`config.mk`:
```
export PLATFORM = sky130hd
export DESIGN_NAME = cbfb_front
export DESIGN_NICKNAME = d
export VERILOG_FILES = /design/src/rtl/core/cartridge_bus_with_flash_backup_defines.svh /design/src/rtl/core/cbfb_pkg.sv /design/src/rtl/core/cbfb_front.sv
export SDC_FILE = /design/constraint.sdc
export NUM_CORES = 1
export LEC_CHECK = 0
export BUFFER_PORTS_ARGS = -buffer_cell sky130_fd_sc_hd__buf_2
export CELL_PAD_IN_SITES_DETAIL_PLACEMENT = 0
export CELL_PAD_IN_SITES_GLOBAL_PLACEMENT = 1
export CORE_AREA = 2 2 125 127
export DETAILED_ROUTE_END_ITERATION = 6
export DIE_AREA = 0 0 127 129
export GPL_ROUTABILITY_DRIVEN = 0
export GPL_TIMING_DRIVEN = 0
export PLACE_DENSITY = 0.92
export SETUP_SLACK_MARGIN = 0.4
export SLEW_MARGIN = 20
export SYNTH_ARGS = -nofsm -noshare
export SYNTH_HDL_FRONTEND = slang
export SYNTH_SLANG_ARGS = --single-unit
export TNS_END_PERCENT = 50
```
`constraint.sdc`:
```
create_clock -name vclk -period 5.9
set_clock_uncertainty 0.1 [all_clocks]
set_input_delay 0.885 -clock vclk [all_inputs]
set_output_delay 0.885 -clock vclk [all_outputs]
set_load 0.02 [all_outputs]
```
`src/rtl/core/cartridge_bus_with_flash_backup_defines.svh`:
```
// assertion macros for the cartridge bus block
// expects clk and arst_n in the scope of use
`ifndef CARTRIDGE_BUS_WITH_FLASH_BACKUP_DEFINES_SVH
`define CARTRIDGE_BUS_WITH_FLASH_BACKUP_DEFINES_SVH

// same-cycle implication
`define CBFB_ASSERT_IMP(lbl, ante, cons) \
lbl: assert property (@(posedge clk) disable iff (!arst_n) (ante) |-> (cons)) \
	else $error("cartridge bus check failed");

// next-cycle implication
`define CBFB_ASSERT_NXT(lbl, ante, cons) \
lbl: assert property (@(posedge clk) disable iff (!arst_n) (ante) |=> (cons)) \
	else $error("cartridge bus check failed");

`endif

```
`src/rtl/core/cbfb_pkg.sv`:
```
// shared types, constants and helpers of the cartridge bus block
// no dependencies
package cbfb_pkg;

	localparam int ROM_ADDR_BITS    = 20;
	localparam int BACKUP_ADDR_BITS = 17;
	localparam int LANES            = 4;
	localparam int LANE_W           = 2;
	localparam int ROM_ROW_W        = ROM_ADDR_BITS - LANE_W;
	localparam int BK_ROW_W         = BACKUP_ADDR_BITS - LANE_W;
	localparam int ROM_ROWS         = 1 << ROM_ROW_W;
	localparam int BK_ROWS          = 1 << BK_ROW_W;
	localparam int ROM_OFS_W        = 25;
	localparam int CFG_W            = 26;
	localparam int KIND_W           = 3;
	localparam int Q_DEPTH          = 2;
	localparam int Q_PTR_W          = $clog2(Q_DEPTH);
	localparam int Q_CNT_W          = $clog2(Q_DEPTH + 1);

	localparam logic [0:0] CFG_BACKUP_KIND = 1'd0;
	localparam logic [0:0] CFG_ROM_BYTES   = 1'd1;

	typedef enum logic [1:0] {
		ACT_READ  = 2'd0,
		ACT_WRITE = 2'd1,
		ACT_LOAD  = 2'd2,
		ACT_NOP   = 2'd3
	} action_t;

	localparam logic [1:0] SZ_BYTE = 2'd0;
	localparam logic [1:0] SZ_HALF = 2'd1;
	localparam logic [1:0] SZ_WORD = 2'd2;

	localparam logic [KIND_W-1:0] BK_EEPROM   = 3'd1;
	localparam logic [KIND_W-1:0] BK_SRAM     = 3'd2;
	localparam logic [KIND_W-1:0] BK_FLASH64  = 3'd3;
	localparam logic [KIND_W-1:0] BK_FLASH128 = 3'd4;

	localparam logic [3:0] REGION_ROM_LO = 4'h8;
	localparam logic [3:0] REGION_ROM_HI = 4'hD;
	localparam logic [3:0] REGION_BACKUP = 4'hE;

	localparam logic [BACKUP_ADDR_BITS-1:0] MASK_EEPROM   = 17'h01FFF;
	localparam logic [BACKUP_ADDR_BITS-1:0] MASK_SRAM     = 17'h07FFF;
	localparam logic [BACKUP_ADDR_BITS-1:0] MASK_FLASH64  = 17'h0FFFF;
	localparam logic [BACKUP_ADDR_BITS-1:0] MASK_FLASH128 = 17'h1FFFF;

	localparam logic [BACKUP_ADDR_BITS-1:0] FL_CMD1_ADDR = 17'h05555;
	localparam logic [BACKUP_ADDR_BITS-1:0] FL_CMD2_ADDR = 17'h02AAA;
	localparam logic [BACKUP_ADDR_BITS-1:0] ID_MAKER_OFS = 17'h00000;
	localparam logic [BACKUP_ADDR_BITS-1:0] ID_DEV_OFS   = 17'h00001;
	localparam logic [31:0] FL_KEY1     = 32'h000000AA;
	localparam logic [31:0] FL_KEY2     = 32'h00000055;
	localparam logic [31:0] FL_ID_ENTER = 32'h00000090;
	localparam logic [31:0] FL_ID_EXIT  = 32'h000000F0;
	localparam logic [7:0]  ID_MAKER    = 8'hC2;
	localparam logic [7:0]  ID_DEV64    = 8'h1C;
	localparam logic [7:0]  ID_DEV128   = 8'h09;

	typedef enum logic [2:0] {
		OP_NONE,
		OP_UNMAPPED,
		OP_OPEN_BUS,
		OP_ROM_READ,
		OP_ROM_LOAD,
		OP_BK_READ,
		OP_BK_WRITE,
		OP_FL_WRITE
	} op_t;

	typedef enum logic [2:0] {
		ST_CLEAR  = 3'b001,
		ST_IDLE   = 3'b010,
		ST_ACCESS = 3'b100
	} back_state_t;

	typedef enum logic [2:0] {
		PH_IDLE = 3'b001,
		PH_KEY1 = 3'b010,
		PH_KEY2 = 3'b100
	} fl_phase_t;

	typedef struct packed {
		logic at_cmd1;
		logic at_cmd2;
		logic key1;
		logic key2;
		logic id_enter;
		logic id_exit;
	} fl_flags_t;

	typedef struct packed {
		op_t                          op;
		logic [1:0]                   size;
		logic [LANE_W-1:0]            lo2;
		logic [LANES-1:0][ROM_ROW_W-1:0] rom_row;
		logic [LANES-1:0][BK_ROW_W-1:0]  bk_row;
		logic [LANES-1:0]             lane_we;
		logic [LANES-1:0][7:0]        lane_data;
		logic [31:0]                  const_data;
		logic                         id_hit;
		logic [7:0]                   id_code;
		fl_flags_t                    fl;
	} cmd_t;

	typedef struct packed {
		logic not_empty;
		logic full;
	} q_status_t;

	typedef struct packed {
		logic clearing;
		logic pop;
	} back_status_t;

	function automatic logic [31:0] gather_bytes(input logic [LANES-1:0][7:0] lanes,
		input logic [LANE_W-1:0] lo2, input logic [1:0] size);
		logic [31:0]       v;
		logic [LANE_W-1:0] idx;
		v = '0;
		for (int i = 0; i < LANES; i++) begin
			idx = lo2 + LANE_W'(i);
			v[8*i +: 8] = lanes[idx];
		end
		if (size == SZ_BYTE) begin
			v[31:8] = '0;
		end else if (size == SZ_HALF) begin
			v[31:16] = '0;
		end
		return v;
	endfunction

endpackage

```
`src/rtl/core/cbfb_front.sv`:
```
// front decode: classifies one access and computes lane addresses and data
// depends on cbfb_pkg
module cbfb_front (
	input  logic [1:0]                  action,
	input  logic [31:0]                 address,
	input  logic [1:0]                  access_width,
	input  logic [31:0]                 write_data,
	input  logic [cbfb_pkg::KIND_W-1:0] backup_kind,
	input  logic [cbfb_pkg::CFG_W-1:0]  rom_bytes,
	output cbfb_pkg::cmd_t              cmd
);

	logic [3:0]                               region;
	logic [1:0]                               size;
	logic [1:0]                               we_size;
	logic [31:0]                              data_m;
	logic                                     rom_in_range;
	logic                                     bk_present;
	logic                                     is_flash;
	logic [cbfb_pkg::BACKUP_ADDR_BITS-1:0]    win_mask;
	logic [cbfb_pkg::BACKUP_ADDR_BITS-1:0]    bk_ofs;
	logic [15:0]                              ob_lo;
	logic [15:0]                              ob_hi;
	logic [cbfb_pkg::LANES-1:0][cbfb_pkg::ROM_ROW_W-1:0] rom_row;
	logic [cbfb_pkg::LANES-1:0][cbfb_pkg::BK_ROW_W-1:0]  bk_row;
	logic [cbfb_pkg::LANES-1:0]               lane_en;
	logic [cbfb_pkg::LANES-1:0][7:0]          lane_data;
	cbfb_pkg::op_t                            op;

	assign region       = address[27:24];
	assign rom_in_range = {1'b0, address[cbfb_pkg::ROM_OFS_W-1:0]} < rom_bytes;
	assign bk_present   = (backup_kind == cbfb_pkg::BK_EEPROM) ||
		(backup_kind == cbfb_pkg::BK_SRAM) || (backup_kind == cbfb_pkg::BK_FLASH64) ||
		(backup_kind == cbfb_pkg::BK_FLASH128);
	assign is_flash     = (backup_kind == cbfb_pkg::BK_FLASH64) ||
		(backup_kind == cbfb_pkg::BK_FLASH128);

	always_comb begin
		priority if (access_width == cbfb_pkg::SZ_BYTE) begin
			size   = cbfb_pkg::SZ_BYTE;
			data_m = {24'b0, write_data[7:0]};
		end else if (access_width == cbfb_pkg::SZ_HALF) begin
			size   = cbfb_pkg::SZ_HALF;
			data_m = {16'b0, write_data[15:0]};
		end else begin
			size   = cbfb_pkg::SZ_WORD;
			data_m = write_data;
		end
	end

	// a preload always writes a single byte
	assign we_size = (cbfb_pkg::action_t'(action) == cbfb_pkg::ACT_LOAD) ?
		cbfb_pkg::SZ_BYTE : size;

	always_comb begin
		unique case (backup_kind)
			cbfb_pkg::BK_EEPROM:  win_mask = cbfb_pkg::MASK_EEPROM;
			cbfb_pkg::BK_SRAM:    win_mask = cbfb_pkg::MASK_SRAM;
			cbfb_pkg::BK_FLASH64: win_mask = cbfb_pkg::MASK_FLASH64;
			default:              win_mask = cbfb_pkg::MASK_FLASH128;
		endcase
	end

	assign bk_ofs = address[cbfb_pkg::BACKUP_ADDR_BITS-1:0] & win_mask;

	for (genvar l = 0; l < cbfb_pkg::LANES; l++) begin : g_lane
		logic [cbfb_pkg::LANE_W-1:0]           step;
		logic [cbfb_pkg::ROM_ADDR_BITS-1:0]    rom_sum;
		logic [cbfb_pkg::BACKUP_ADDR_BITS-1:0] bk_sum;

		assign step    = cbfb_pkg::LANE_W'(l) - address[cbfb_pkg::LANE_W-1:0];
		assign rom_sum = address[cbfb_pkg::ROM_ADDR_BITS-1:0] +
			cbfb_pkg::ROM_ADDR_BITS'(step);
		assign bk_sum  = (bk_ofs + cbfb_pkg::BACKUP_ADDR_BITS'(step)) & win_mask;
		assign rom_row[l]   = rom_sum[cbfb_pkg::ROM_ADDR_BITS-1:cbfb_pkg::LANE_W];
		assign bk_row[l]    = bk_sum[cbfb_pkg::BACKUP_ADDR_BITS-1:cbfb_pkg::LANE_W];
		assign lane_data[l] = 8'(write_data >> {step, 3'b000});
		assign lane_en[l]   = (we_size == cbfb_pkg::SZ_BYTE) ? (step == '0) :
			(we_size == cbfb_pkg::SZ_HALF) ? !step[1] : 1'b1;
	end

	assign ob_lo = address[16:1];
	assign ob_hi = ob_lo + 16'd1;

	always_comb begin
		priority if (cbfb_pkg::action_t'(action) == cbfb_pkg::ACT_LOAD) begin
			op = cbfb_pkg::OP_ROM_LOAD;
		end else if (cbfb_pkg::action_t'(action) == cbfb_pkg::ACT_NOP) begin
			op = cbfb_pkg::OP_NONE;
		end else if (region >= cbfb_pkg::REGION_ROM_LO && region <= cbfb_pkg::REGION_ROM_HI)
		begin
			if (cbfb_pkg::action_t'(action) != cbfb_pkg::ACT_READ) begin
				op = cbfb_pkg::OP_NONE;
			end else if (rom_in_range) begin
				op = cbfb_pkg::OP_ROM_READ;
			end else if (size == cbfb_pkg::SZ_BYTE) begin
				op = cbfb_pkg::OP_UNMAPPED;
			end else begin
				op = cbfb_pkg::OP_OPEN_BUS;
			end
		end else if (region == cbfb_pkg::REGION_BACKUP && bk_present) begin
			if (cbfb_pkg::action_t'(action) == cbfb_pkg::ACT_READ) begin
				op = cbfb_pkg::OP_BK_READ;
			end else if (backup_kind == cbfb_pkg::BK_FLASH128) begin
				op = cbfb_pkg::OP_FL_WRITE;
			end else begin
				op = cbfb_pkg::OP_BK_WRITE;
			end
		end else begin
			op = cbfb_pkg::OP_UNMAPPED;
		end
	end

	always_comb begin
		cmd             = '0;
		cmd.op          = op;
		cmd.size        = size;
		cmd.lo2         = address[cbfb_pkg::LANE_W-1:0];
		cmd.rom_row     = rom_row;
		cmd.bk_row      = bk_row;
		cmd.lane_we     = lane_en;
		cmd.lane_data   = lane_data;
		cmd.const_data  = (size == cbfb_pkg::SZ_HALF) ? {16'b0, ob_lo} : {ob_hi, ob_lo};
		cmd.id_hit      = is_flash &&
			((bk_ofs == cbfb_pkg::ID_MAKER_OFS) || (bk_ofs == cbfb_pkg::ID_DEV_OFS));
		cmd.id_code     = (bk_ofs == cbfb_pkg::ID_DEV_OFS) ?
			((backup_kind == cbfb_pkg::BK_FLASH64) ? cbfb_pkg::ID_DEV64 : cbfb_pkg::ID_DEV128) :
			cbfb_pkg::ID_MAKER;
		cmd.fl.at_cmd1  = bk_ofs == cbfb_pkg::FL_CMD1_ADDR;
		cmd.fl.at_cmd2  = bk_ofs == cbfb_pkg::FL_CMD2_ADDR;
		cmd.fl.key1     = data_m == cbfb_pkg::FL_KEY1;
		cmd.fl.key2     = data_m == cbfb_pkg::FL_KEY2;
		cmd.fl.id_enter = data_m == cbfb_pkg::FL_ID_ENTER;
		cmd.fl.id_exit  = data_m == cbfb_pkg::FL_ID_EXIT;
	end

endmodule

```
### Word level (Yosys, flattened, before mapping)

Index checks and enable logic that the tools add are counted.

| operators by class | value |
|---|---|
| $add $sub $neg | 13 |
| $lt $le $gt $ge | 3 |
| equality and inequality tests | 17 |
| shift-type cells | 4 |
| muxes and demuxes | 26 |
| bitwise operators | 5 |
| reduce and logical (&&, ||, !) cells | 22 |

Operator list:

| kind | number |
|---|---|
| right shift 32 x 5 -> 8 bit | 4 |
| equality test 32 x 8 -> 1 bit (second input constant) | 3 |
| 2-to-1 mux 32 bit | 3 |
| AND 17 bit | 5 |
| adder 20 x 2 -> 20 bit | 4 |
| adder 17 x 2 -> 17 bit | 4 |
| one-hot mux 17 bit (3 select lines) | 1 |
| equality test 32 x 7 -> 1 bit (second input constant) | 1 |
| < comparator 25 x 26 -> 1 bit | 1 |
| equality test 17 x 1 -> 1 bit (second input constant) | 1 |
| equality test 17 x 14 -> 1 bit (second input constant) | 1 |
| equality test 17 x 15 -> 1 bit (second input constant) | 1 |
| logical NOT 17 bit | 1 |
| adder 16 x 1 -> 16 bit (second input constant) | 1 |
| logical NOT 2 bit | 8 |
| 2-to-1 mux 2 bit | 7 |
| 2-to-1 mux 3 bit | 4 |
| 2-to-1 mux 1 bit | 9 |
| 2-to-1 mux 8 bit | 1 |
| equality test 2 x 1 -> 1 bit (second input constant) | 3 |
| equality test 3 x 2 -> 1 bit (second input constant) | 2 |
| logical OR 1 bit | 5 |
| 2-to-1 mux 5 bit | 1 |
| equality test 2 bit (second input constant) | 2 |
| 10 further kinds | 17 |

| word-level totals | value |
|---|---|
| register bits | 0 |
| bits of input ports | 97 |
| output and inout bits | 222 |
| word-level logic and storage cells | 90 |

### Logic depth before layout (Yosys ltp)

| logic depth | value |
|---|---|
| depth in word-level cells | 10 |
| gate-level depth with buffers | 11 |
| mapped depth without buffers | 8 |

### Worst setup path before layout

Ideal clock, no wire load.

| timing | value |
|---|---|
| path kind | input to output |
| start | input address[0] |
| end | output cmd[194] (netlist name) |
| arrival time | 3.696 ns |
| data required time | 4.915 ns |
| path slack | 1.219 ns |
| cell stages on the path | 10 |
| path buffers | 3 |
| cells stage by stage | buf_2 buf_1 inv_1 ha_1 buf_6 xor2_1 o21bai_1 or3b_1 or4_1 xnor2_1 |

RTL lines:

| item | line | RTL |
|---|---|---|
| from (decl) | cbfb_front.sv:5 | `input logic [31:0] address,` |
| to (decl) | cbfb_front.sv:10 | `output cbfb_pkg::cmd_t cmd` |

==> flow_summary.toml <==
[sta]
finalSetupViolCount = 0
slew_violations = 0
max_slew_margin_pct = 44.11
min_period_ps = 5158
hold_violations = 0
fin_crit_sh_pct = 87.42
max_freq_ghz = 0.1939
grt_setup_unrepaired = "false"
finalSetupTns_ps = 0
worst_pin_slew_ps = 830.7

[pwr]
p_sw_uw = 329.5
clkPwrFrac_pct = 0
fin_total_pwr_uw = 552.4
seq_power_share_pct = 0
power.internal_uw = 222.9
p_leak_nw = 2.942
p_sw_share_pct = 59.65
peakVddDrop_uv = 30.97
power.density_nw_per_um2 = 98.85
comb_power_share_pct = 100.0

[setup_path]
path_cells = "buf_2 > buf_2 > clkbuf_2 > inv_1 > ha_1 > buf_6 > xor2_1 > o21bai_1 > or3b_1 > or4_1 > xnor2_1 > buf_2"
crit_path_start_kind = "input port"
crit_type = "in -> out"
cp_num_buf_inv = 6
cp_max_fo = 10
crit_slowest_cell = "or3b_1"
cp.required_ps = 4910
crit_path_max_incr_delay_ps = 520
worstSetupPathDepth = 12
cp_top_family = "buffers and inverters"
cp_common_cell = "buf_2"
cp.arrival_ps = 4170
end_kind = "output port"

[die]
die_y_um = 129
coreArea_um2 = 14980
die-width_um = 127
row_count = 45
dieArea_um2 = 16380
pin_count = 319
start_util_pct = 25.23

[final_layout]
num-clock-buffers = 0
regArea_um2 = 0
n_antenna_cell = 0
nFillCells = 1603
area_delta_synth_final_pct = 47.88
layout.nets = 937
design.seq.count = 0
drive_above_1_share_pct = 55.90

[yosys]
synth_common_cells = "buf_4 (84), nor2_1 (42), xnor2_1 (37)"
synth_cells = 491
avgSynthCellArea_um2 = 7.696
synth_area_um2 = 3779
netlist_top_cells_area = "mux4_2 (19%), buf_4 (17%), ha_1 (11%)"
synth_cell_types = 51
yosysTopAreaCellShare_pct = 19.07
synth_nets = 621
ys_seq_area_share_pct = 0
ys_warn_count = 0
yosysMostFrequentCell = "buf_4"
yosys.area.top_type = "mux4_2"

[route]
wl_per_cell_um = 16.44
drt_iter0_markers = 339
drc = 0
drt-pass1-iter-count = 4
ant_nets = 0
vias = 4738
routed_wirelength_um = 16320
avgViaCountPerCell = 4.771

[min_path]
hp-class = "in -> out"
whs_path_depth = 3

[placed_design]
hpwl_um = 13900
portBuffers = 314

[global_routing]
grt-ovfl-total = 0
antenna_found_initial = 0
globalRouteTotalUtil_pct = 18.12
grt_pass1_wl_um = 23760
grt_max_degree = 14
grt_pass1_vias = 4249

[job]
drv_cap = 0

[clock_network]
post_cts_buffers = 0
cts_hold_buf = 0
post_cts_resized = 0

[run_status]
status = "finished clean"
kinds of logic (layout without fill, tap and decap cells):
family          Yosys count  count (layout)  share of synthesized area, %
xor+xnor                 57              57                         13.21
buf+inv                 147             461                         23.68
simple gates            183             183                         26.03
mux                      32              32                         19.07
fa+ha+maj                33              33                         10.93
compound gates           38              38                         6.987
other cells               1               1                       0.09924
per-layer routing:
metal / vias up / track usage [%] / share of wire (%)
li1: 2274 / - / -
met1: 2196 / 24.59 / 42
met2: 256 / 32.54 / 50
met3: 12 / 1.788 / 7.5
met5: - / 0 / 0
met4: 0 / 1.487 / 1.0
area by class of cell:
cell class,instances,area (um2),area share [%]
repair buffers,314,1572,28.12
well taps,188,235.2,4.210
plain buffers,111,762.0,13.64
multi-input cells,344,2884,51.61
inverters,36,135.1,2.418
power groups by stage:
stage / combinational [mW] / sequential [mW] / clock (mW)
finish: 0.552 / 0 / 0
global route: 0.594 / 0 / 0
CTS: 0.557 / 0 / 0
detailed placement: 0.555 / 0 / 0
global placement: 0.550 / 0 / 0
floorplan: 0.356 / 0 / 0
stage by stage:
| step | util, % | instance area, um2 | setup slack (ps) | hold slack, ps | std cells |
|---|---|---|---|---|---|
| after floorplan | - | 3779 | 1219 | 1753 | 491 |
| after global placement | 37.29 | 5585 | 498.7 | 2000 | 993 |
| after detailed placement | 37.29 | 5585 | 480.5 | 2004 | 993 |
| final | 37.31 | 5588 | 742.1 | 2003 | 993 |
| after CTS | 37.29 | 5585 | 467.8 | 2001 | 993 |
| after global routing | 37.31 | 5588 | 511.8 | 2037 | 993 |
placed cells by master, fill, tap and decap left out, drive strengths merged, types with 2 or more instances in the layout:
master  instances
buf           413
nor2           42
xnor2          37
inv            36
nand2          36
ha             33
mux4           32
xor2           20
nor4           16
nand3          15
nor2b          14
nand4          12
nor3           12
clkbuf         12
a21oi           8
nand2b          7
a21boi          7
o21ai           6
and3            6
nor3b           6
and4            4
nand4b          3
o22a            3
or4             3
a211oi          2
a31oi           2
nand3b          2
worst paths after layout:
kind | startpoint | endpoint | slack [ps]
worst min-delay path | write_data[7] | cmd[2] | 2000
worst max-delay path | address[0] | cmd[194] | 740
No activity file was read; power rests on OpenSTA's default activity.
