===== src/rtl/core/cartridge_bus_with_flash_backup_defines.svh =====
// assertion macros for the cartridge bus block
// expects clk and arst_n in the scope of use
`ifndef CARTRIDGE_BUS_WITH_FLASH_BACKUP_DEFINES_SVH
`define CARTRIDGE_BUS_WITH_FLASH_BACKUP_DEFINES_SVH

// same-cycle implication
`define CBFB_ASSERT_IMP(lbl, ante, cons) \
lbl: assert property (@(posedge clk) disable iff (!arst_n) (ante) |-> (cons)) \
	else $error("cartridge bus check failed");

// next-cycle implication
`define CBFB_ASSERT_NXT(lbl, ante, cons) \
lbl: assert property (@(posedge clk) disable iff (!arst_n) (ante) |=> (cons)) \
	else $error("cartridge bus check failed");

`endif


===== src/rtl/core/cbfb_pkg.sv =====
// shared types, constants and helpers of the cartridge bus block
// no dependencies
package cbfb_pkg;

	localparam int ROM_ADDR_BITS    = 20;
	localparam int BACKUP_ADDR_BITS = 17;
	localparam int LANES            = 4;
	localparam int LANE_W           = 2;
	localparam int ROM_ROW_W        = ROM_ADDR_BITS - LANE_W;
	localparam int BK_ROW_W         = BACKUP_ADDR_BITS - LANE_W;
	localparam int ROM_ROWS         = 1 << ROM_ROW_W;
	localparam int BK_ROWS          = 1 << BK_ROW_W;
	localparam int ROM_OFS_W        = 25;
	localparam int CFG_W            = 26;
	localparam int KIND_W           = 3;
	localparam int Q_DEPTH          = 2;
	localparam int Q_PTR_W          = $clog2(Q_DEPTH);
	localparam int Q_CNT_W          = $clog2(Q_DEPTH + 1);

	localparam logic [0:0] CFG_BACKUP_KIND = 1'd0;
	localparam logic [0:0] CFG_ROM_BYTES   = 1'd1;

	typedef enum logic [1:0] {
		ACT_READ  = 2'd0,
		ACT_WRITE = 2'd1,
		ACT_LOAD  = 2'd2,
		ACT_NOP   = 2'd3
	} action_t;

	localparam logic [1:0] SZ_BYTE = 2'd0;
	localparam logic [1:0] SZ_HALF = 2'd1;
	localparam logic [1:0] SZ_WORD = 2'd2;

	localparam logic [KIND_W-1:0] BK_EEPROM   = 3'd1;
	localparam logic [KIND_W-1:0] BK_SRAM     = 3'd2;
	localparam logic [KIND_W-1:0] BK_FLASH64  = 3'd3;
	localparam logic [KIND_W-1:0] BK_FLASH128 = 3'd4;

	localparam logic [3:0] REGION_ROM_LO = 4'h8;
	localparam logic [3:0] REGION_ROM_HI = 4'hD;
	localparam logic [3:0] REGION_BACKUP = 4'hE;

	localparam logic [BACKUP_ADDR_BITS-1:0] MASK_EEPROM   = 17'h01FFF;
	localparam logic [BACKUP_ADDR_BITS-1:0] MASK_SRAM     = 17'h07FFF;
	localparam logic [BACKUP_ADDR_BITS-1:0] MASK_FLASH64  = 17'h0FFFF;
	localparam logic [BACKUP_ADDR_BITS-1:0] MASK_FLASH128 = 17'h1FFFF;

	localparam logic [BACKUP_ADDR_BITS-1:0] FL_CMD1_ADDR = 17'h05555;
	localparam logic [BACKUP_ADDR_BITS-1:0] FL_CMD2_ADDR = 17'h02AAA;
	localparam logic [BACKUP_ADDR_BITS-1:0] ID_MAKER_OFS = 17'h00000;
	localparam logic [BACKUP_ADDR_BITS-1:0] ID_DEV_OFS   = 17'h00001;
	localparam logic [31:0] FL_KEY1     = 32'h000000AA;
	localparam logic [31:0] FL_KEY2     = 32'h00000055;
	localparam logic [31:0] FL_ID_ENTER = 32'h00000090;
	localparam logic [31:0] FL_ID_EXIT  = 32'h000000F0;
	localparam logic [7:0]  ID_MAKER    = 8'hC2;
	localparam logic [7:0]  ID_DEV64    = 8'h1C;
	localparam logic [7:0]  ID_DEV128   = 8'h09;

	typedef enum logic [2:0] {
		OP_NONE,
		OP_UNMAPPED,
		OP_OPEN_BUS,
		OP_ROM_READ,
		OP_ROM_LOAD,
		OP_BK_READ,
		OP_BK_WRITE,
		OP_FL_WRITE
	} op_t;

	typedef enum logic [2:0] {
		ST_CLEAR  = 3'b001,
		ST_IDLE   = 3'b010,
		ST_ACCESS = 3'b100
	} back_state_t;

	typedef enum logic [2:0] {
		PH_IDLE = 3'b001,
		PH_KEY1 = 3'b010,
		PH_KEY2 = 3'b100
	} fl_phase_t;

	typedef struct packed {
		logic at_cmd1;
		logic at_cmd2;
		logic key1;
		logic key2;
		logic id_enter;
		logic id_exit;
	} fl_flags_t;

	typedef struct packed {
		op_t                          op;
		logic [1:0]                   size;
		logic [LANE_W-1:0]            lo2;
		logic [LANES-1:0][ROM_ROW_W-1:0] rom_row;
		logic [LANES-1:0][BK_ROW_W-1:0]  bk_row;
		logic [LANES-1:0]             lane_we;
		logic [LANES-1:0][7:0]        lane_data;
		logic [31:0]                  const_data;
		logic                         id_hit;
		logic [7:0]                   id_code;
		fl_flags_t                    fl;
	} cmd_t;

	typedef struct packed {
		logic not_empty;
		logic full;
	} q_status_t;

	typedef struct packed {
		logic clearing;
		logic pop;
	} back_status_t;

	function automatic logic [31:0] gather_bytes(input logic [LANES-1:0][7:0] lanes,
		input logic [LANE_W-1:0] lo2, input logic [1:0] size);
		logic [31:0]       v;
		logic [LANE_W-1:0] idx;
		v = '0;
		for (int i = 0; i < LANES; i++) begin
			idx = lo2 + LANE_W'(i);
			v[8*i +: 8] = lanes[idx];
		end
		if (size == SZ_BYTE) begin
			v[31:8] = '0;
		end else if (size == SZ_HALF) begin
			v[31:16] = '0;
		end
		return v;
	endfunction

endpackage


===== src/rtl/core/cbfb_queue.sv =====
// two-entry command queue between front decode and back end
// depends on cbfb_pkg
module cbfb_queue (
	input  logic                  clk,
	input  logic                  arst_n,
	input  logic                  push,
	input  cbfb_pkg::cmd_t        cmd_in,
	input  logic                  pop,
	output cbfb_pkg::cmd_t        head,
	output cbfb_pkg::q_status_t   q_st
);

	cbfb_pkg::cmd_t                 mem_q [cbfb_pkg::Q_DEPTH];
	logic [cbfb_pkg::Q_PTR_W-1:0]   wr_ptr_q;
	logic [cbfb_pkg::Q_PTR_W-1:0]   rd_ptr_q;
	logic [cbfb_pkg::Q_CNT_W-1:0]   count_q;

	always_ff @(posedge clk or negedge arst_n) begin
		if (!arst_n) begin
			wr_ptr_q <= '0;
			rd_ptr_q <= '0;
			count_q  <= '0;
		end else begin
			if (push) begin
				wr_ptr_q <= wr_ptr_q + 1'b1;
			end
			if (pop) begin
				rd_ptr_q <= rd_ptr_q + 1'b1;
			end
			count_q <= count_q + cbfb_pkg::Q_CNT_W'(push) - cbfb_pkg::Q_CNT_W'(pop);
		end
	end

	always_ff @(posedge clk) begin
		if (push) begin
			mem_q[wr_ptr_q] <= cmd_in;
		end
	end

	assign head           = mem_q[rd_ptr_q];
	assign q_st.not_empty = count_q != '0;
	assign q_st.full      = count_q == cbfb_pkg::Q_CNT_W'(cbfb_pkg::Q_DEPTH);

endmodule


===== config.mk =====
export PLATFORM = sky130hd
export DESIGN_NAME = cbfb_queue
export DESIGN_NICKNAME = d
export VERILOG_FILES = /design/src/rtl/core/cartridge_bus_with_flash_backup_defines.svh /design/src/rtl/core/cbfb_pkg.sv /design/src/rtl/core/cbfb_queue.sv
export SDC_FILE = /design/constraint.sdc
export NUM_CORES = 1
export LEC_CHECK = 0
export BUFFER_PORTS_ARGS = -buffer_cell sky130_fd_sc_hd__buf_2
export CAP_MARGIN = 40
export CORE_MARGIN = 2
export CORE_UTILIZATION = 45
export CTS_BUF_LIST = sky130_fd_sc_hd__clkbuf_2 sky130_fd_sc_hd__clkbuf_4 sky130_fd_sc_hd__clkbuf_8
export CTS_CLUSTER_SIZE = 20
export DETAILED_ROUTE_END_ITERATION = 6
export HOLD_SLACK_MARGIN = 0.06
export PLACE_DENSITY_LB_ADDON = 0.08
export SLEW_MARGIN = 20
export SYNTH_ARGS = -nofsm -noshare
export SYNTH_HDL_FRONTEND = slang
export SYNTH_SLANG_ARGS = --single-unit

===== constraint.sdc =====
create_clock -name clk -period 17.75 [get_ports clk]
set_input_delay 0 -clock clk [delete_from_list [all_inputs] [get_ports clk]]
set_output_delay 0 -clock clk [all_outputs]
set_load 0.02 [all_outputs]

Word-level counts from Yosys, hierarchy flattened

Memories as Yosys holds them, arrays and structs flattened.
Cells that the tools add are included.

Logic and storage cells: 12
Memories kept: 1
Output and inout port bits: 224
Bits in writable memories: 444
Bits in registers: 4

Memory list:

| name  | depth | bits a word | rd ports | clocked after Yosys merged registers in | wr ports | line             | text |
|---|---|---|---|---|---|---|---|
| mem_q | 2     | 222         | 1        | 0                                       | 1        | cbfb_queue.sv:13 | `cbfb_pkg::cmd_t mem_q [cbfb_pkg::Q_DEPTH];` |

Muxes and demuxes: 2
Add/sub/neg operators: 4
Eq/ne operators: 1
Reduce and logical (&&, ||, !) cells: 1

Operators by type and width:

| operator                                    | number |
|---|---|
| 1-bit adder (second input constant)         | 2 |
| 2-bit by 1-bit adder with 2-bit output      | 1 |
| 2-bit equality test (second input constant) | 1 |
| 1-bit two-way mux                           | 2 |
| 2-bit nonzero test                          | 1 |
| 2-bit by 1-bit subtractor with 2-bit output | 1 |

Logic depth before layout (Yosys ltp)

Gate-level depths: netlist of the first run.

Depth in word-level cells: 2
Mapped depth: 5
Mapped depth without buffers: 5

Worst setup path before layout of the first run

Ideal clock, no wire load.

Path type: reg2reg
From: register wr_ptr_q
To: memory mem_q[0][0] (netlist name) (enable)
Library setup time: 835 ps
Clock period less this slack: 11022 ps
Path buffers: 0
Stages on the path, launching flop included: 2
Arrival: 10187 ps
Path slack: 6728 ps
Cells stage by stage: dfrtp_1 -> nor2b_1

RTL lines:

| element                  | line             | text |
|---|---|---|
| start: declaration       | cbfb_queue.sv:14 | `logic [cbfb_pkg::Q_PTR_W-1:0] wr_ptr_q;` |
| start signal: assignment | cbfb_queue.sv:25 | `wr_ptr_q <= wr_ptr_q + 1'b1;` |
| end: declaration         | cbfb_queue.sv:13 |  |

Straight into the memory's write port.

==> results of run 1 <==
==> registers in the layout, indices dropped and copies added, names as in the netlist <==
name and count:
count_q 2, mem_q 444, wr_ptr_q 1, rd_ptr_q 1
==> through the flow <==
stage / cells / power (mW) / hold WS, ns
finish: 1974 / 3.59 / 0.141
global route: 1974 / 3.76 / 0.0965
CTS: 1972 / 3.64 / 0.0695
detailed placement: 1618 / 2.75 / -0.185
global placement: 1612 / 2.72 / -0.188
floorplan: 706 / 2.44 / -0.296
==> layout by cell type (no fill, tap or decap), drive strengths merged, types with 3 or more instances in the layout <==
cell / instances
dlygate4sd3: 226
clkbuf: 99
edfxtp: 444
clkinvlp: 3
buf: 463
mux2: 222
dfrtp: 4
clkinv: 25
==> worst max-delay path: stages (launching register included) <==
cell     delay (ns)
dfrtp_4        0.69
buf_4          0.38
buf_16         0.32
buf_4          0.38
buf_16         0.30
mux2_2         0.37
buf_2          0.16
==> final timing paths <==
check | depth (start not counted) | startpoint | end | slack [ns]
setup / recovery | 6 | rd_ptr_q | head[215] | 14.50
hold / removal | 2 | cmd_in[209] | mem_q[1][209] | 0.14
setup reg to reg | 3 | wr_ptr_q | mem_q[0][173] | 14.66
hold reg to reg | 1 | wr_ptr_q | wr_ptr_q | 0.55
max in group asynchronous | 3 | arst_n | rd_ptr_q | 17.22
min in group asynchronous | 3 | arst_n | wr_ptr_q | 0.33
==> power by group <==
group          switching (mW)  internal, mW  leakage [nW]  total, mW
registers              0.0612          1.41          4.21       1.47
logic                   0.717         0.568          4.49       1.28
clock network           0.377         0.461         0.723      0.838
total                    1.15          2.43          9.43       3.59
==> layout make-up <==
type,instances,area (um^2)
Inverter,2,7.51
Antenna cell,2,5.00
Timing Repair Buffer,689,4740
Clock buffer,99,1220
Fill cell,2776,13900
Multi-Input combinational cell,231,3240
Sequential cell,448,13400
Clock inverter,29,154
Tap cell,474,593
==> cell families (layout without fill, tap and decap cells) <==
logic type	Yosys count	in the layout
muxes	222	222
buffers and inverters	27	819
other	0	2
adders and majority gates	2	2
DFF	448	448
xor gates and xnor gates	3	3
and+or+nand+nor	4	4
==> metal layers <==
metal | routed length (um) | GRT usage [%]
met1 | 14600 | 22.3
met2 | 18100 | 30.2
met3 | 3400 | 7.07
met4 | 1250 | 8.66
met5 | 0 | 0
==> flow_summary.yaml, run 1 <==
synthesis:
  synth_area_per_cell_um2: 24.0
  yosysSeqAreaShare_pct: 79.4
  synthMuxAreaShare_pct: 18.5
  synthesis.area_mm2: 0.0169
  netlist_instances: 706
  async_reset_ff_share_pct: 0.893
  synth_nets: 934
  synth_edf_count: 444
  yosysMostFrequentCell: "edfxtp_1"
  ys.flop_type: "edfxtp_1"
  yosysWarningCount: 0
  ys_types: 13
  synth.top_cell.area_share_pct: 78.8
  synthAdderAreaFrac_pct: 0.148
  synth_top_family_by_area: "multiplexers"
  synth_commonest_cells: "edfxtp_1 (444), mux2_4 (170), mux2_2 (52), buf_6 (20), buf_2 (5)"
  yosys_register_bits: 448
  synth-simple-area-share_pct: 0.148
  synth_compound_area_share_pct: 0
  synth_area_leader_cell: "edfxtp_1"
  synthTopCellsByArea: "edfxtp_1 (79%), mux2_4 (15%), mux2_2 (3.5%)"
  synth-xor-area-share_pct: 0.244
detailed_routing:
  vias_per_cell: 4.65
  finalWirelength_um: 37400
  drc_errors: 0
  ant_nets: 0
  vias: 9184
  first_iter_violations: 481
  wl_per_cell_um: 18.9
  firstDrtPassIters: 4
cts:
  clk_path_buf_depth: 3
  post_cts_resized: 0
  cts_tree: "done"
  ctsHoldBuffers: 226
  clk_latency_ns: 0.58
  path_clk_slew_ns: 0.06
  postCtsSetupRepairBufs: 0
  cts.sinks: 448
  htreeDepth: 3
  cts-root-buf: "clkbuf_8"
  cts_buffers: 74
place:
  hpwl_um: 24800
  placed_area_mm2: 0.0198
  place_congestion: 0.775
  io_buffers: 449
  pre_cts_slack_ns: 14.73
die:
  ioPinCount: 450
  rows: 71
  initial_utilization_pct: 45.3
  die_area_mm2: 0.0392
  fp.dieW_um: 198
  coreArea_mm2: 0.0373
  die_height_um: 198
critical_path:
  endpoint_kind: "primary output"
  critPathRequiredTime_ns: 17.75
  cp.arrival_ns: 3.25
  crit_fanout: 42
  critPathKind: "reg -> out"
  start_kind: "flip-flop"
sta:
  slew_headroom_pct: 32.8
  clock_skew_ns: 0.0138
  setup_viol: 0
  worst_pin_slew_ns: 1.01
  hold_violations: 0
  setup_slack_ns: 14.50
  fin_crit_sh_pct: 18.3
  fin_setup_tns_ns: 0
  slew_violations: 0
  rsz0062_at_grt: "no"
  max_freq_mhz: 308
  min_period_ns: 3.25
global_routing:
  grt_first_pass_wirelength_um: 54100
  grt_max_degree: 144
  grt-ovfl-total: 0
  antenna_found_initial: 2
  grt_pass1_vias: 9616
  grt_usage_pct: 18.7
job:
  maxCapViolCount: 0
pwr:
  peakVddDrop_v: 0.000101
  p_leak_nw: 9.43
  p_per_area_mw_per_mm2: 153
finish:
  drive_above_1_share_pct: 53.3
  finalNetCount: 1674
  fin_util_pct: 62.7
  areaGrowthSynthToFinish_pct: 38.3
  fin_area_mm2: 0.0234
run_status:
  outcome: "finished clean"
hold_path:
  hold_class: "in -> reg"
Power figures use the tool's default switching activity.
==> run 2, diff against run 1 <==
- clock period: 17.75 -> 3.23 ns (I/O delays scaled with it)
==> run 2 against run 1 <==
  * Via count grew 1.0%
  * Sequential power increased to 5.5 times the previous value
  * Clock skew rose by 0.0020 ns
  * Combinational power rose to 5.5 times the previous value
  * Setup slack got worse by 14 ns
  * Final area increased by 0.62%
  * Register-to-register slack got worse by 13 ns
  * Critical path type unchanged
  * Highest routed layer is now met5
==> flow_summary.yaml, run 2 (synthesis gave the netlist of run 1 again) <==
pwr:
  peakVddDrop_v: 0.000524
  p_per_area_mw_per_mm2: 849
  p_total_mw: 20.0
  p_leak_nw: 9.51
cts:
  ctsHoldBuffers: 232
  clk_path_buf_depth: 3
  postCtsSetupRepairBufs: 0
  htreeDepth: 3
  cts_tree: "done"
  cts_buffers: 75
  clk_latency_ns: 0.60
  cts-root-buf: "clkbuf_8"
  cts.sinks: 448
  path_clk_slew_ns: 0.06
  post_cts_resized: 0
sta:
  max_freq_mhz: 403
  clock_skew_ns: 0.0158
  slew_headroom_pct: 57.3
  setup_viol: 0
  fin_setup_tns_ns: 0
  whs_ns: 0.114
  rsz0062_at_grt: "no"
  worst_pin_slew_ns: 0.640
  hold_violations: 0
  fin_crit_sh_pct: 76.8
  slew_violations: 0
  min_period_ns: 2.48
finish:
  regArea_mm2: 0.0134
  layout_commonest_cell: "buf_2"
  finalNetCount: 1685
  drive_above_1_share_pct: 53.9
  fill_cells: 2722
  largest_registers: "mem_q x444, count_q x2"
  fin_area_mm2: 0.0235
  largest_reg_flops: 444
  multiInputGateArea_mm2: 0.00324
  fin_util_pct: 63.1
  mostFrequentLayoutCells: "buf_2 (449), edfxtp_1 (444), dlygate4sd3_1 (232)"
  largest_register: "mem_q"
  areaGrowthSynthToFinish_pct: 39.2
place:
  io_buffers: 449
  placed_area_mm2: 0.0198
  place_congestion: 0.730
  hpwl_um: 24100
global_routing:
  grt_first_pass_wirelength_um: 55300
  grt_usage_pct: 18.9
  grt-ovfl-total: 0
  grt_max_degree: 87
  antenna_found_initial: 2
  grt_pass1_vias: 9991
die:
  die_area_mm2: 0.0392
  ioPinCount: 450
  die_height_um: 198
  initial_utilization_pct: 45.3
  coreArea_mm2: 0.0373
  rows: 71
  fp.dieW_um: 198
run_status:
  outcome: "finished clean"
critical_path:
  r2r_start: "wr_ptr_q"
  crit_start: "rd_ptr_q"
  critPathKind: "reg -> out"
  endpoint_kind: "primary output"
  critPathRequiredTime_ns: 3.23
  reg2reg_depth: 2
  cp.arrival_ns: 2.48
  regToRegEndpoint: "mem_q[1][185]"
  start_kind: "flip-flop"
  crit_fanout: 60
  rrSetupSlack_ns: 1.29
detailed_routing:
  finalWirelength_um: 37900
  vias: 9279
  first_iter_violations: 410
  ant_nets: 0
  drc_errors: 0
  wl_per_cell_um: 19.1
  firstDrtPassIters: 4
  vias_per_cell: 4.67
hold_path:
  hold_class: "in -> reg"
  hp-start: "cmd_in[84]"
  min_to: "mem_q[0][84]"
  worstHoldPathCells: 2
job:
  maxCapViolCount: 0
==> run 2: cell types whose count changed in the layout (fill, tap and decap cells not counted), moves of 5 or more <==
cell	before	now
buf_12	2	9
buf_16	5	0
clkbuf_4	22	33
clkinv_1	19	10
dlygate4sd3_1	226	232
==> run 2: final cells by class <==
cell class / count / share of cell area, %
Antenna cell: 1 / 0.0106
Clock inverter: 20 / 0.542
Timing Repair Buffer: 699 / 20.5
Sequential cell: 448 / 57.1
Tap cell: 474 / 2.52
Multi-Input combinational cell: 231 / 13.8
Clock buffer: 111 / 5.61
Inverter: 2 / 0.0319
==> run 2: per-stage QoR <==
stage | setup WS (ns) | std cells
finish | 0.749 | 1986
global route | 0.602 | 1986
CTS | 0.675 | 1985
detailed placement | 1.28 | 1622
global placement | 1.30 | 1622
floorplan | -0.911 | 706
==> run 2: power by group <==
group	internal [mW]	switching, mW
Sequential	7.71	0.353
Clock	2.69	2.17
Combinational	3.12	3.95
==> run 2: how the worst max path moves through the flow <==
| stage | to | slack [ns] | depth (start not counted) |
|---|---|---|---|
| global route | head[125] | 0.60 | 3 |
| detailed placement | mem_q[1][177] | 1.28 | 2 |
| global placement | mem_q[1][178] | 1.30 | 2 |
| CTS | head[209] | 0.67 | 3 |
| finish | head[115] | 0.75 | 3 |
| floorplan | mem_q[0][0] | -0.91 | 1 |
==> run 2: worst max-delay path, stage by stage, from the launching register on <==
cell and delay (ns):
dfrtp_4 0.83, buf_12 0.47, mux2_4 0.34, buf_2 0.17
==> run 2: routing by layer <==
layer | track usage [%] | part of all wire, % | vias up
met5 | 0 | 0.029 | -
met1 | 22.2 | 39 | 4513
met2 | 31.2 | 49 | 358
met3 | 6.81 | 8.4 | 69
li1 | - | - | 4337
met4 | 8.83 | 3.3 | 2
==> run 3, diff against run 2 <==
- clock period: 3.23 -> 2.22 ns (I/O delays scaled with it)
==> run 3 against run 2 <==
  * Global-route usage is 0.34 points higher
  * Die area is the same
  * Total power increased by 46%
  * Non-clock buffer count increased by 6
  * Critical endpoint is now head[32]
  * Core utilization is 0.30 points higher
  * Count of clock-buffer cells in the layout down 3
  * Final area grew 0.48%
  * Sequential share of layout area fell by 0.27 points
  * Critical path depth up 1
  * First-iteration DRC count increased by 6.3%
  * Highest routed layer is now met4
==> flow_summary.yaml, run 3 (synthesis gave the netlist of run 1 again) <==
detailed_routing:
  vias: 9389
  first_iter_violations: 436
  ant_nets: 0
  firstDrtPassIters: 5
  drc_errors: 0
  finalWirelength_um: 38200
  wl_per_cell_um: 19.2
  vias_per_cell: 4.72
sta:
  fin_crit_sh_pct: 97.8
  hold_violations: 0
  clock_skew_ns: 0.0149
  fin_setup_tns_ns: 0
  rsz0062_at_grt: "yes"
  min_period_ns: 2.17
  max_freq_mhz: 461
  setup_viol: 0
  whs_ns: 0.121
  slew_headroom_pct: 65.1
  slew_violations: 0
  worst_pin_slew_ns: 0.523
finish:
  n_antenna_cell: 0
  multiInputGateArea_mm2: 0.00324
  finalNetCount: 1690
  largest_register: "mem_q"
  drive_above_1_share_pct: 53.9
  mostFrequentLayoutCells: "buf_2 (449), edfxtp_1 (444), dlygate4sd3_1 (231)"
  fill_cells: 2702
  largest_reg_flops: 444
  regArea_mm2: 0.0134
  fin_util_pct: 63.4
  areaGrowthSynthToFinish_pct: 39.8
  layout_commonest_cell: "buf_2"
  largest_registers: "mem_q x444, count_q x2"
place:
  hpwl_um: 24600
  place_congestion: 0.760
  io_buffers: 449
cts:
  path_clk_slew_ns: 0.06
  cts.sinks: 448
  cts_buffers: 74
  clk_latency_ns: 0.59
  cts_tree: "done"
  cts-root-buf: "clkbuf_8"
  clk_path_buf_depth: 3
  htreeDepth: 3
hold_path:
  hold_class: "in -> reg"
critical_path:
  crit_fanout: 30
  start_kind: "flip-flop"
  endpoint_kind: "primary output"
  critPathKind: "reg -> out"
  critPathRequiredTime_ns: 2.22
  cp.arrival_ns: 2.17
global_routing:
  grt-ovfl-total: 0
  antenna_found_initial: 0
  grt_max_degree: 93
  grt_first_pass_wirelength_um: 56700
  grt_usage_pct: 19.3
  grt_pass1_vias: 10100
pwr:
  seq_power_share_pct: 39.9
  pwr-share-clk_pct: 23.5
  intPower_mw: 19.7
  switching_share_pct: 32.3
  p_per_area_mw_per_mm2: 1230
  peakVddDrop_v: 0.000744
  combPwrFrac_pct: 36.6
  p_total_mw: 29.1
  p_switching_mw: 9.38
  p_leak_nw: 9.57
die:
  die_area_mm2: 0.0392
  ioPinCount: 450
  coreArea_mm2: 0.0373
  die_height_um: 198
  fp.dieW_um: 198
  rows: 71
  initial_utilization_pct: 45.3
run_status:
  outcome: "finished clean"
job:
  maxCapViolCount: 0
run 3: power by group through the flow:
stage          logic (mW)  registers [mW]  clock network [mW]
4_1_cts              10.8            11.6                7.08
3_3_place_gp         10.4            11.7                   0
2_1_floorplan        7.31            11.8                   0
6_report             10.6            11.6                6.82
3_5_place_dp         10.4            11.8                   0
5_1_grt              11.3            11.7                7.42
run 3: critical path, stage by stage (launching register included):
cell	delay [ns]
dfrtp_4	0.50
buf_12	0.27
buf_12	0.25
mux2_2	0.36
buf_2	0.16
run 3: timing repair:
item,in CTS,in global routing
hold buffers,231,0
gates cloned,0,1
hold endpoints to repair,509,0
setup buffers,0,0
gates resized for setup,2,0
endpoints found under the setup margin,24,57
run 3: final timing paths:
kind	from	endpoint	slack (ns)	depth (start not counted)
worst max-delay path	rd_ptr_q	head[32]	0.05	4
worst min-delay path	cmd_in[36]	mem_q[1][36]	0.12	2
worst max register to register	wr_ptr_q	mem_q[0][127]	0.68	3
worst min register to register	wr_ptr_q	wr_ptr_q	0.54	1
max in group asynchronous	arst_n	rd_ptr_q	1.64	3
min in group asynchronous	arst_n	rd_ptr_q	0.37	3
run 3: routing by layer:
layer | part of all wire [%] | track usage, % | vias up | routed length (um)
li1 | - | - | 4344 | -
met1 | 39 | 22.1 | 4637 | 15000
met5 | 0 | 0 | - | 0
met2 | 50 | 33.1 | 336 | 19200
met4 | 2.7 | 8.27 | 0 | 1020
met3 | 7.6 | 6.32 | 72 | 2900
run 3: cell type report:
class | instances | share of cell area, %
multi-input cells | 231 | 13.7
inverters | 2 | 0.0317
repair buffers | 705 | 21.0
flip-flops and latches | 448 | 56.8
clock buffers | 108 | 5.52
well taps | 474 | 2.51
clock inverters | 23 | 0.423
run 3: through the flow:
stage / std cells / area, um^2 / setup slack, ns
after global placement: 1628 / 19900 / 0.649
after detailed placement: 1628 / 19900 / 0.651
final: 1991 / 23700 / 0.0490
after global routing: 1991 / 23700 / -0.0521
after CTS: 1990 / 23600 / 0.0171
after floorplan: 706 / 16900 / -1.92
